### src/slr_pkg.sv
// -----------------------------------------------------------------------------
// slr_pkg
// Shared types, widths and codes of the multichannel slew limiter.
// -----------------------------------------------------------------------------
package slr_pkg;

   localparam int NUM_CHANNELS_DEF = 10;

   localparam int KIND_W    = 3;
   localparam int CHAN_W    = 4;
   localparam int SPEED_W   = 8;
   localparam int SLEW_W    = 15;
   localparam int RAMP_W    = 16;
   localparam int FRAC_W    = 8;
   localparam int CSR_IDX_W = 1;

   typedef enum logic [KIND_W-1:0] {
      KIND_SET_TARGET   = 3'd0,
      KIND_SET_BYPASS   = 3'd1,
      KIND_SET_SLEW     = 3'd2,
      KIND_ADD_CHANNEL  = 3'd3,
      KIND_ACTIVATE     = 3'd4,
      KIND_DEACTIVATE   = 3'd5,
      KIND_TICK         = 3'd6
   } kind_type;

   localparam logic [CSR_IDX_W-1:0] CSR_SPEED_MAX = 1'd0;
   localparam logic [CSR_IDX_W-1:0] CSR_SPEED_MIN = 1'd1;

   localparam logic signed [SPEED_W-1:0] SPEED_MAX_RST = 8'sd127;
   localparam logic signed [SPEED_W-1:0] SPEED_MIN_RST = -8'sd127;

   typedef struct packed {
      logic signed [SPEED_W-1:0] target;
      logic signed [RAMP_W-1:0]  ramp;
      logic        [SLEW_W-1:0]  step;
   } entry_type;

   typedef struct packed {
      logic                      differ;
      logic signed [RAMP_W-1:0]  ramp;
      logic signed [SPEED_W-1:0] drive;
   } ramp_result_type;

endpackage

### src/multichannel_slew_limiter.sv
// -----------------------------------------------------------------------------
// multichannel_slew_limiter
// Per-channel motor ramp limiter with state held in one channel memory.
// -----------------------------------------------------------------------------
// Requests enter on the req_ channel (valid/stall); the block raises req_stall
// while it works on a request. Commands set a channel's target, target and
// ramp (bypass), slew, add, activate or deactivate it; commands to channels at
// or above NUM_CHANNELS and the unused kind are dropped. Activate and
// deactivate only set or clear the channel's active bit; the other commands
// read, modify and write back the channel entry.
// A tick scans all channels through the memory read port, one channel per
// cycle while the scan is not paused. Each active channel off target
// yields one rsp_ result (channel, drive, last); last marks the final result
// of the tick. One result is held back until the next is found so that last
// is known. The scan pauses while a result waits on a stalled output register.
// Registers speed_max and speed_min are written on the csr_ port, always
// ready. Reset clears all channels to zero and inactive at once.
// -----------------------------------------------------------------------------
module multichannel_slew_limiter
   import slr_pkg::*;
#(
   parameter int NUM_CHANNELS = NUM_CHANNELS_DEF
) (
   input  logic                      clock,
   input  logic                      reset,
   input  logic                      req_valid,
   output logic                      req_stall,
   input  logic [KIND_W-1:0]         req_kind,
   input  logic [CHAN_W-1:0]         req_channel,
   input  logic signed [SPEED_W-1:0] req_speed,
   input  logic [SLEW_W-1:0]         req_slew_rate,
   output logic                      rsp_valid,
   input  logic                      rsp_stall,
   output logic [CHAN_W-1:0]         rsp_out_channel,
   output logic signed [SPEED_W-1:0] rsp_drive,
   output logic                      rsp_last,
   input  logic                      csr_valid,
   output logic                      csr_ready,
   input  logic [CSR_IDX_W-1:0]      csr_index,
   input  logic [SPEED_W-1:0]        csr_wdata
);

   localparam int IDX_W = (NUM_CHANNELS > 1) ? $clog2(NUM_CHANNELS) : 1;
   localparam int CNT_W = $clog2(NUM_CHANNELS + 1);

   typedef enum logic [3:0] {
      ST_IDLE  = 4'b0001,
      ST_CMD   = 4'b0010,
      ST_SCAN  = 4'b0100,
      ST_FLUSH = 4'b1000
   } state_type;

   state_type                 state_ff, state_in;
   logic signed [SPEED_W-1:0] speed_max_ff, speed_min_ff;
   logic [NUM_CHANNELS-1:0]   enabled_ff, enabled_in;
   kind_type                  cmd_kind_ff, cmd_kind_in;
   logic signed [SPEED_W-1:0] cmd_speed_ff, cmd_speed_in;
   logic [SLEW_W-1:0]         cmd_slew_ff, cmd_slew_in;
   logic [IDX_W-1:0]          cmd_idx_ff, cmd_idx_in;
   logic [CNT_W-1:0]          rd_cnt_ff, rd_cnt_in;
   logic                      st2_valid_ff, st2_valid_in;
   logic [IDX_W-1:0]          calc_idx_ff, calc_idx_in;
   logic                      pend_valid_ff, pend_valid_in;
   logic [CHAN_W-1:0]         pend_chan_ff, pend_chan_in;
   logic signed [SPEED_W-1:0] pend_drive_ff, pend_drive_in;
   logic                      rsp_valid_ff, rsp_valid_in;
   logic [CHAN_W-1:0]         rsp_chan_ff, rsp_chan_in;
   logic signed [SPEED_W-1:0] rsp_drive_ff, rsp_drive_in;
   logic                      rsp_last_ff, rsp_last_in;

   logic                      req_accept;
   logic                      in_range;
   kind_type                  kind;
   logic                      out_free;
   logic                      emit;
   logic                      scan_block;
   logic                      scan_more;
   logic                      wr_en;
   logic [IDX_W-1:0]          wr_addr;
   entry_type                 wr_data;
   logic                      rd_en;
   logic [IDX_W-1:0]          rd_addr;
   entry_type                 rd_data;
   ramp_result_type           ramp_res;

   slr_mem #(
      .DEPTH  (NUM_CHANNELS),
      .ADDR_W (IDX_W)
   ) u_mem (
      .clock   (clock),
      .reset   (reset),
      .wr_en   (wr_en),
      .wr_addr (wr_addr),
      .wr_data (wr_data),
      .rd_en   (rd_en),
      .rd_addr (rd_addr),
      .rd_data (rd_data)
   );

   slr_ramp u_ramp (
      .entry     (rd_data),
      .speed_max (speed_max_ff),
      .speed_min (speed_min_ff),
      .result    (ramp_res)
   );

   assign req_stall  = (state_ff != ST_IDLE);
   assign req_accept = req_valid && !req_stall;
   assign kind       = kind_type'(req_kind);
   assign in_range   = (32'(req_channel) < NUM_CHANNELS);
   assign out_free   = !rsp_valid_ff || !rsp_stall;
   assign emit       = st2_valid_ff && enabled_ff[calc_idx_ff] && ramp_res.differ;
   assign scan_block = emit && pend_valid_ff && !out_free;
   assign scan_more  = (rd_cnt_ff < CNT_W'(NUM_CHANNELS));

   always_comb begin
      state_in      = state_ff;
      enabled_in    = enabled_ff;
      cmd_kind_in   = cmd_kind_ff;
      cmd_speed_in  = cmd_speed_ff;
      cmd_slew_in   = cmd_slew_ff;
      cmd_idx_in    = cmd_idx_ff;
      rd_cnt_in     = rd_cnt_ff;
      st2_valid_in  = st2_valid_ff;
      calc_idx_in   = calc_idx_ff;
      pend_valid_in = pend_valid_ff;
      pend_chan_in  = pend_chan_ff;
      pend_drive_in = pend_drive_ff;
      rsp_valid_in  = rsp_valid_ff && rsp_stall;
      rsp_chan_in   = rsp_chan_ff;
      rsp_drive_in  = rsp_drive_ff;
      rsp_last_in   = rsp_last_ff;
      wr_en         = 1'b0;
      wr_addr       = calc_idx_ff;
      wr_data       = rd_data;
      rd_en         = 1'b0;
      rd_addr       = rd_cnt_ff[IDX_W-1:0];

      unique case (state_ff)
         ST_IDLE: begin
            if (req_accept) begin
               cmd_kind_in  = kind;
               cmd_speed_in = req_speed;
               cmd_slew_in  = req_slew_rate;
               cmd_idx_in   = IDX_W'(req_channel);
               if (kind == KIND_TICK) begin
                  state_in     = ST_SCAN;
                  rd_cnt_in    = '0;
                  st2_valid_in = 1'b0;
               end else if (in_range) begin
                  priority if (kind == KIND_ACTIVATE) begin
                     enabled_in[IDX_W'(req_channel)] = 1'b1;
                  end else if (kind == KIND_DEACTIVATE) begin
                     enabled_in[IDX_W'(req_channel)] = 1'b0;
                  end else if (kind == KIND_SET_TARGET || kind == KIND_SET_BYPASS ||
                               kind == KIND_SET_SLEW || kind == KIND_ADD_CHANNEL) begin
                     rd_en    = 1'b1;
                     rd_addr  = IDX_W'(req_channel);
                     state_in = ST_CMD;
                     if (kind == KIND_ADD_CHANNEL) begin
                        enabled_in[IDX_W'(req_channel)] = 1'b1;
                     end
                  end else begin
                     state_in = ST_IDLE;
                  end
               end
            end
         end
         ST_CMD: begin
            wr_en   = 1'b1;
            wr_addr = cmd_idx_ff;
            unique case (cmd_kind_ff)
               KIND_SET_TARGET: begin
                  wr_data.target = cmd_speed_ff;
               end
               KIND_SET_BYPASS: begin
                  wr_data.target = cmd_speed_ff;
                  wr_data.ramp   = $signed({cmd_speed_ff, {FRAC_W{1'b0}}});
               end
               KIND_SET_SLEW: begin
                  wr_data.step = cmd_slew_ff;
               end
               KIND_ADD_CHANNEL: begin
                  wr_data.target = '0;
                  wr_data.ramp   = '0;
                  wr_data.step   = cmd_slew_ff;
               end
               default: begin
                  wr_data = rd_data;
               end
            endcase
            state_in = ST_IDLE;
         end
         ST_SCAN: begin
            if (!scan_block) begin
               rd_en        = scan_more;
               st2_valid_in = scan_more;
               calc_idx_in  = rd_cnt_ff[IDX_W-1:0];
               if (scan_more) begin
                  rd_cnt_in = rd_cnt_ff + CNT_W'(1);
               end else begin
                  state_in = ST_FLUSH;
               end
               if (emit) begin
                  wr_en         = 1'b1;
                  wr_data.ramp  = ramp_res.ramp;
                  pend_valid_in = 1'b1;
                  pend_chan_in  = CHAN_W'(calc_idx_ff);
                  pend_drive_in = ramp_res.drive;
                  if (pend_valid_ff) begin
                     rsp_valid_in = 1'b1;
                     rsp_chan_in  = pend_chan_ff;
                     rsp_drive_in = pend_drive_ff;
                     rsp_last_in  = 1'b0;
                  end
               end
            end
         end
         ST_FLUSH: begin
            if (!pend_valid_ff) begin
               state_in = ST_IDLE;
            end else if (out_free) begin
               rsp_valid_in  = 1'b1;
               rsp_chan_in   = pend_chan_ff;
               rsp_drive_in  = pend_drive_ff;
               rsp_last_in   = 1'b1;
               pend_valid_in = 1'b0;
               state_in      = ST_IDLE;
            end
         end
         default: begin
            state_in = ST_IDLE;
         end
      endcase
   end

   always_ff @(posedge clock) begin
      if (reset) begin
         state_ff      <= ST_IDLE;
         enabled_ff    <= '0;
         st2_valid_ff  <= 1'b0;
         pend_valid_ff <= 1'b0;
         rsp_valid_ff  <= 1'b0;
         rd_cnt_ff     <= '0;
      end else begin
         state_ff      <= state_in;
         enabled_ff    <= enabled_in;
         st2_valid_ff  <= st2_valid_in;
         pend_valid_ff <= pend_valid_in;
         rsp_valid_ff  <= rsp_valid_in;
         rd_cnt_ff     <= rd_cnt_in;
      end
   end

   always_ff @(posedge clock) begin
      cmd_kind_ff   <= cmd_kind_in;
      cmd_speed_ff  <= cmd_speed_in;
      cmd_slew_ff   <= cmd_slew_in;
      cmd_idx_ff    <= cmd_idx_in;
      calc_idx_ff   <= calc_idx_in;
      pend_chan_ff  <= pend_chan_in;
      pend_drive_ff <= pend_drive_in;
      rsp_chan_ff   <= rsp_chan_in;
      rsp_drive_ff  <= rsp_drive_in;
      rsp_last_ff   <= rsp_last_in;
   end

   always_ff @(posedge clock) begin
      if (reset) begin
         speed_max_ff <= SPEED_MAX_RST;
         speed_min_ff <= SPEED_MIN_RST;
      end else if (csr_valid) begin
         if (csr_index == CSR_SPEED_MAX) begin
            speed_max_ff <= $signed(csr_wdata);
         end else if (csr_index == CSR_SPEED_MIN) begin
            speed_min_ff <= $signed(csr_wdata);
         end
      end
   end

   assign csr_ready       = 1'b1;
   assign rsp_valid       = rsp_valid_ff;
   assign rsp_out_channel = rsp_chan_ff;
   assign rsp_drive       = rsp_drive_ff;
   assign rsp_last        = rsp_last_ff;

endmodule

### src/slr_mem.sv
// -----------------------------------------------------------------------------
// slr_mem
// Channel state memory: one write port, one registered read port. Entries
// never written since reset read as zero.
// -----------------------------------------------------------------------------
module slr_mem
   import slr_pkg::*;
#(
   parameter int DEPTH  = NUM_CHANNELS_DEF,
   parameter int ADDR_W = (DEPTH > 1) ? $clog2(DEPTH) : 1
) (
   input  logic              clock,
   input  logic              reset,
   input  logic              wr_en,
   input  logic [ADDR_W-1:0] wr_addr,
   input  entry_type         wr_data,
   input  logic              rd_en,
   input  logic [ADDR_W-1:0] rd_addr,
   output entry_type         rd_data
);

   entry_type              mem [DEPTH];
   logic      [DEPTH-1:0]  written_ff;
   entry_type              rd_data_ff;

   always_ff @(posedge clock) begin
      if (wr_en) begin
         mem[wr_addr] <= wr_data;
      end
   end

   always_ff @(posedge clock) begin
      if (reset) begin
         written_ff <= '0;
      end else if (wr_en) begin
         written_ff[wr_addr] <= 1'b1;
      end
   end

   always_ff @(posedge clock) begin
      if (rd_en) begin
         rd_data_ff <= written_ff[rd_addr] ? mem[rd_addr] : '0;
      end
   end

   assign rd_data = rd_data_ff;

endmodule

### src/slr_ramp.sv
// -----------------------------------------------------------------------------
// slr_ramp
// One ramp step: move toward target by at most the slew rate, clamp to the
// speed bounds and truncate the Q8.8 value toward zero.
// -----------------------------------------------------------------------------
module slr_ramp
   import slr_pkg::*;
(
   input  entry_type                 entry,
   input  logic signed [SPEED_W-1:0] speed_max,
   input  logic signed [SPEED_W-1:0] speed_min,
   output ramp_result_type           result
);

   logic signed [RAMP_W:0]   v_x;
   logic signed [RAMP_W:0]   req_x;
   logic signed [RAMP_W:0]   step_x;
   logic signed [RAMP_W:0]   up;
   logic signed [RAMP_W:0]   down;
   logic signed [RAMP_W:0]   v2;
   logic signed [RAMP_W-1:0] req;
   logic signed [RAMP_W-1:0] v2n;
   logic signed [RAMP_W-1:0] hi;
   logic signed [RAMP_W-1:0] lo;
   logic signed [RAMP_W-1:0] v3;
   logic signed [RAMP_W-1:0] v4;
   logic                     frac_adj;

   always_comb begin
      req    = $signed({entry.target, {FRAC_W{1'b0}}});
      v_x    = $signed({entry.ramp[RAMP_W-1], entry.ramp});
      req_x  = $signed({req[RAMP_W-1], req});
      step_x = $signed({2'b00, entry.step});
      up     = v_x + step_x;
      down   = v_x - step_x;
      if (req_x > v_x) begin
         v2 = (up > req_x) ? req_x : up;
      end else begin
         v2 = (down < req_x) ? req_x : down;
      end
      v2n = $signed(v2[RAMP_W-1:0]);
      hi  = $signed({speed_max, {FRAC_W{1'b0}}});
      lo  = $signed({speed_min, {FRAC_W{1'b0}}});
      v3  = (v2n > hi) ? hi : v2n;
      v4  = (v3 < lo) ? lo : v3;
      frac_adj = v4[RAMP_W-1] && (v4[FRAC_W-1:0] != '0);
      result.differ = (entry.ramp != req);
      result.ramp   = v4;
      result.drive  = $signed(v4[RAMP_W-1:FRAC_W] + {{(SPEED_W-1){1'b0}}, frac_adj});
   end

endmodule

### config.mk
export PLATFORM = sky130hd
export DESIGN_NAME = multichannel_slew_limiter
export DESIGN_NICKNAME = d
export VERILOG_FILES = /design/src/slr_pkg.sv /design/src/multichannel_slew_limiter.sv /design/src/slr_mem.sv /design/src/slr_ramp.sv
export SDC_FILE = /design/constraint.sdc
export NUM_CORES = 1
export LEC_CHECK = 0
export BUFFER_PORTS_ARGS = -buffer_cell sky130_fd_sc_hd__buf_2
export CAP_MARGIN = 20
export CORE_ASPECT_RATIO = 1.4
export CORE_MARGIN = 5
export CORE_UTILIZATION = 50
export CTS_CLUSTER_DIAMETER = 30
export DETAILED_ROUTE_END_ITERATION = 8
export PLACE_DENSITY = 0.69
export SLEW_MARGIN = 0
export SYNTH_ARGS = -nofsm -noshare
export SYNTH_HDL_FRONTEND = slang
export SYNTH_SLANG_ARGS = --single-unit
### constraint.sdc
create_clock -name clock -period 9.72 [get_ports clock]
set_input_delay 0.486 -clock clock [delete_from_list [all_inputs] [get_ports clock]]
set_output_delay 0.486 -clock clock [all_outputs]
set_load 0.02 [all_outputs]
* After elaboration in Yosys (flattened, before gate mapping) *
Memories as Yosys holds them, arrays and structs flattened. A register that Yosys moved wholly into a read port is not among the register bits.
Index checks and enable logic that the tools add are counted.

cells by class
  add/sub/neg operators = 4
  $lt $le $gt $ge = 13
  eq/ne operators = 28
  muxes and demuxes = 95
  bitwise operators = 7
  reduce and logical (&&, ||, !) cells = 38

operators by type and width
  cell                count
  $mux 16             7
  $mux 4              26
  $pmux 16 s2         2
  $mux 8              6
  $mux 10             4
  $gt 16x16->1        2
  $mux 1              32
  $pmux 8 s2          2
  $mux 15             2
  $lt 4x5->1 const B  4
  $or 10x10->10       2
  $ne 2x2->1 const B  9
  $add 16x16->17      1
  $gt 17x16->1        1
  $lt 17x16->1        1
  $sub 16x16->17      1
  $lt 16x16->1        1
  $ne 16x16->1        1
  $pmux 4 s2          2
  $eq 3x2->1 const B  4
  $ne 3x3->1 const B  4
  $pmux 1 s2          6
  $pmux 4 s3          1
  $reduce_and 6->1    2
  other kinds (30)    62

word-level totals
  flip-flop bits (word level) = 106
  memory bits (writable) = 390
  input port bits = 44
  memories = 1

memory list
  name       depth  bits a word  read ports  clocked after memory_dff  write ports  line           RTL
  u_mem.mem  10     39           1           1                         1            slr_mem.sv:22  entry_type mem [DEPTH];

* Longest topological paths before layout *
  word-level depth = 14
  depth in mapped cells = 49
  depth with buffers taken out = 46

* Hierarchy *
A second synthesis with hierarchy kept.

second synthesis, totals
  cells, all modules = 1547
  area, all modules = 24564.8 um^2

modules (own cells, without submodules)
  module                     times used  cells an instance  area an instance (um^2)
  slr_mem                    1           672                16644.7
  multichannel_slew_limiter  1           380                4320.4
  slr_ramp                   1           495                3599.7

* Worst setup path after synthesis *
No wires, ideal clock.

  kind = register to register
  start = register u_mem.rd_data[0] (netlist name)
  end = register pend_drive_ff[7] (data pin)
  library setup time = 262 ps
  data arrival time = 9229 ps
  required time = 9458 ps
  slack = 229 ps
  cell stages (with the launch flop) = 48
  path buffers = 4
  cell sequence = edfxtp_1 ha_1 fa_1 nor2b_1 o211a_1 or4_1 a21oi_2 o21ai_1 a21o_1 a21oi_1 xnor2_1 ha_1 nand4_1 a21oi_1 or3_1 a211o_1 o211ai_2 buf_4 (+12 left out) buf_2 mux2i_1 inv_1 ha_1 a21o_1 a211oi_1 mux2i_1 nor4_1 a211o_1 buf_6 nand2_1 o21ai_1 ha_1 nand4_1 mux2_1 a2111oi_2 a21oi_1 xor2_1

RTL lines
  what                    line                              RTL
  end signal: assignment  multichannel_slew_limiter.sv:262  pend_drive_ff <= pend_drive_in;
  end: declaration        multichannel_slew_limiter.sv:65   logic signed [SPEED_W-1:0] pend_drive_ff, pend_drive_in;

==> summary.txt <==
Run status
  • Outcome: completed

GRT
  • Largest net degree at the start of global routing: 159
  • All-Layer GR Usage: around a quarter
  • Number of global-route vias before repair: between 15k and 20k
  • Total grt overflow: 0
  • Antenna violations before repair: 0
  • Global-route wire length before repair: 98,500 um

Layout
  • Area delta synth->final: 17.4%
  • Nets: 2,258
  • Final core occ: 58.9%
  • Post-Layout Inst Area: approximately 0.029 mm^2
  • FILL cells: 3,867
  • Fin cells: 2,845
  • Area of the multi-input gates: 0.00836 mm^2
  • Reg area: ~0.016 mm^2
  • Share of layout cells above drive strength 1: ~16%
  • ANT cells: 0

Logic synthesis
  • Avg Cell Area, Syn: approximately 12 um^2
  • Synth warn: 0
  • Synth top area share: 59.9%
  • Synth top cells by count: edfxtp_1 (488), nand2_1 (383), clkbuf_1 (97)
  • Synth Register Bits: ~540
  • Syn Inst Count: roughly 2k
  • Library cells used by synthesis: 87
  • FFs w/ async S/R, synth: 0%
  • Yosys top cell by area: edfxtp_1
  • Cell Area, Synth: 0.0245 mm^2
  • Syn nets: 2,161
  • Synth Flop Type: edfxtp_1
  • Ranking of synthesized cells by area: edfxtp_1 (60%), nand2_1 (5.9%), dfxtp_1 (3.8%)
  • Most instantiated library cell after synthesis: edfxtp_1
  • Post-synth EDFFs: 488
  • Post-synthesis sequential area ratio: 63.8%

Worst setup path
  • Cell mode on critical path: o21a_1
  • Max incr delay on CP: 0.43 ns
  • Crit. End Element: flop
  • Critical path type: flop to flop
  • CP max FO: 21
  • WP data arrival: 9.74 ns
  • Crit start category: flop
  • Max stage delay cell, worst path: or4_4
  • WP data required: 10.06 ns

Pwr
  • Cell leakage power: roughly 10 nW
  • Total power: 6.25 mW
  • Power per cell area: 217 mW/mm^2
  • VDD IR max: 0.144 mV

Routing
  • Met2 routed WL: 33,900 um
  • WL per Instance: ~23 um
  • DR pass1 iterations: 5
  • Drt drc: 0
  • Post-route ant nets: 0
  • Starting DRT DRC Count: 1,442
  • Via density: about 6.0
  • Vias: 17.0k
  • Met3 Wirelength: 3660 um
  • Final WL: 65,200 um
  • Top routing layer in use: met4
  • M1 wire length: 25,300 um

Clock tree
  • Hold-fix buffers, CTS: 0
  • Clock sinks: 535
  • H-Tree Depth: 3
  • Later-pin clock latency in the skew report: 0.61 ns
  • Worst-case clock buffer depth: 3
  • CTS buffer count: 82
  • Clock root cell: clkbuf_16
  • CTS tree: yes
  • Register clock-pin slew on the reported worst setup and hold paths: 0.06 ns

Floorplanning
  • DIE WIDTH: 197 um
  • Initial Util: 50.2%
  • Die H: 272 um
  • Rows: 96
  • Die area: between 0.05 and 0.06 mm^2
  • I/O pin total: 60
  • Core area: approximately 0.05 mm^2

Timing
  • Max-slew violations: 0
  • Hold slack: 0.0480 ns
  • Fmax: between 100 and 150 MHz
  • Rel. slew slack: 25.5%
  • Setup_tns: 0 ns
  • Slew at the pin closest to its max-slew limit: 1.11 ns
  • Min cycle time layout: approximately 9.4 ns
  • Endpoints failing hold: 0
  • Final setup viols: 0
  • Final setup margin: 0.320 ns
  • Final Skew: approximately 0.027 ns
  • Final period util: between 90% and 100%

Place
  • RD Place Congestion: 0.965
  • IO Port Bufs: 58
  • Dpl cells: 2,678
  • Placed wire-length estimate: 38,800 um
  • Dpl ws: -0.141 ns
  • Dpl cell area: ~0.026 mm^2

Run
  • MaxCap Viol Count: 0

Worst hold path
  • Min-delay worst type: input port to flop
## layout by cell type (no fill, tap or decap), drive strengths merged, types with 45 or more instances in the layout
cell type | Yosys | layout
edfxtp | 488 | 488
nand2 | 383 | 383
buf | 21 | 129
clkbuf | 97 | 95
nor2 | 92 | 92
nand3 | 91 | 91
inv | 76 | 91
a211oi | 88 | 88
ha | 73 | 73
a21oi | 58 | 58
a31oi | 56 | 56
o21ai | 49 | 49
dfxtp | 47 | 47
and3 | 46 | 46
and2 | 45 | 45
## worst paths after layout
path	start	end	slack [ns]	cells after the start
setup reg to reg	u_mem.rd_data[15]	pend_drive_ff[7]	0.32	46
setup / recovery	u_mem.rd_data[15]	pend_drive_ff[7]	0.32	46
hold / removal	req_speed[3]	cmd_speed_ff[3]	0.05	1
hold reg to reg	pend_drive_ff[7]	rsp_drive[7]	0.41	0
## cells by family after synthesis
| group | after synthesis | synth area share [%] |
|---|---|---|
| simple gates | 775 | 14.7 |
| other cells | 1 | 0.0153 |
| compound gates | 405 | 12.0 |
| fa+ha+maj | 75 | 3.90 |
| flops | 535 | 63.8 |
| xor+xnor | 27 | 0.967 |
| mux | 30 | 1.47 |
| buf+inv | 194 | 3.14 |
## registers in the layout, indices dropped and copies added (netlist names), 8 cells and up, named ones only
| name | cells |
|---|---|
| cmd_slew_ff | 15 |
| cmd_speed_ff | 8 |
| pend_drive_ff | 8 |
| rsp_drive | 8 |
| speed_max_ff | 8 |
| speed_min_ff | 8 |
| u_mem.mem | 390 |
| u_mem.rd_data | 39 |
| u_mem.written_ff | 10 |
## final cells by class
| type | count | area share (%) |
|---|---|---|
| Tap cell | 637 | 2.77 |
| Timing Repair Buffer | 131 | 3.06 |
| Inverter | 76 | 0.993 |
| Multi-Input combinational cell | 1313 | 29.1 |
| Sequential cell | 535 | 54.3 |
| Clock buffer | 93 | 7.58 |
| Clock inverter | 60 | 2.19 |
## layer usage
layer / vias up / track usage, %
met5: - / 0
met1: 8355 / 29.2
met4: 0 / 9.31
met3: 147 / 3.40
met2: 650 / 42.6
li1: 7840 / -
## critical path, delay by kind of cell, from the launching register on
kind / cells / cell delay, ns
adders and majority gates: 6 / 1.69
DFF: 1 / 0.42
AOI/OAI and AO/OA: 23 / 4.11
xor gates and xnor gates: 2 / 0.29
muxes: 2 / 0.56
buffers and inverters: 4 / 0.54
and+or+nand+nor: 9 / 1.55
## timing repair
item	in CTS	in global routing
endpoints found under the setup margin	2	167
gates resized for setup	4	22
setup buffers	1	11
pin swaps	1	12
## power by group
part | switching (mW) | internal (mW)
clock | 1.08 | 1.83
sequential | 0.0297 | 2.56
combinational | 0.455 | 0.289
Note: power is estimated with default switching activity, not from simulation.
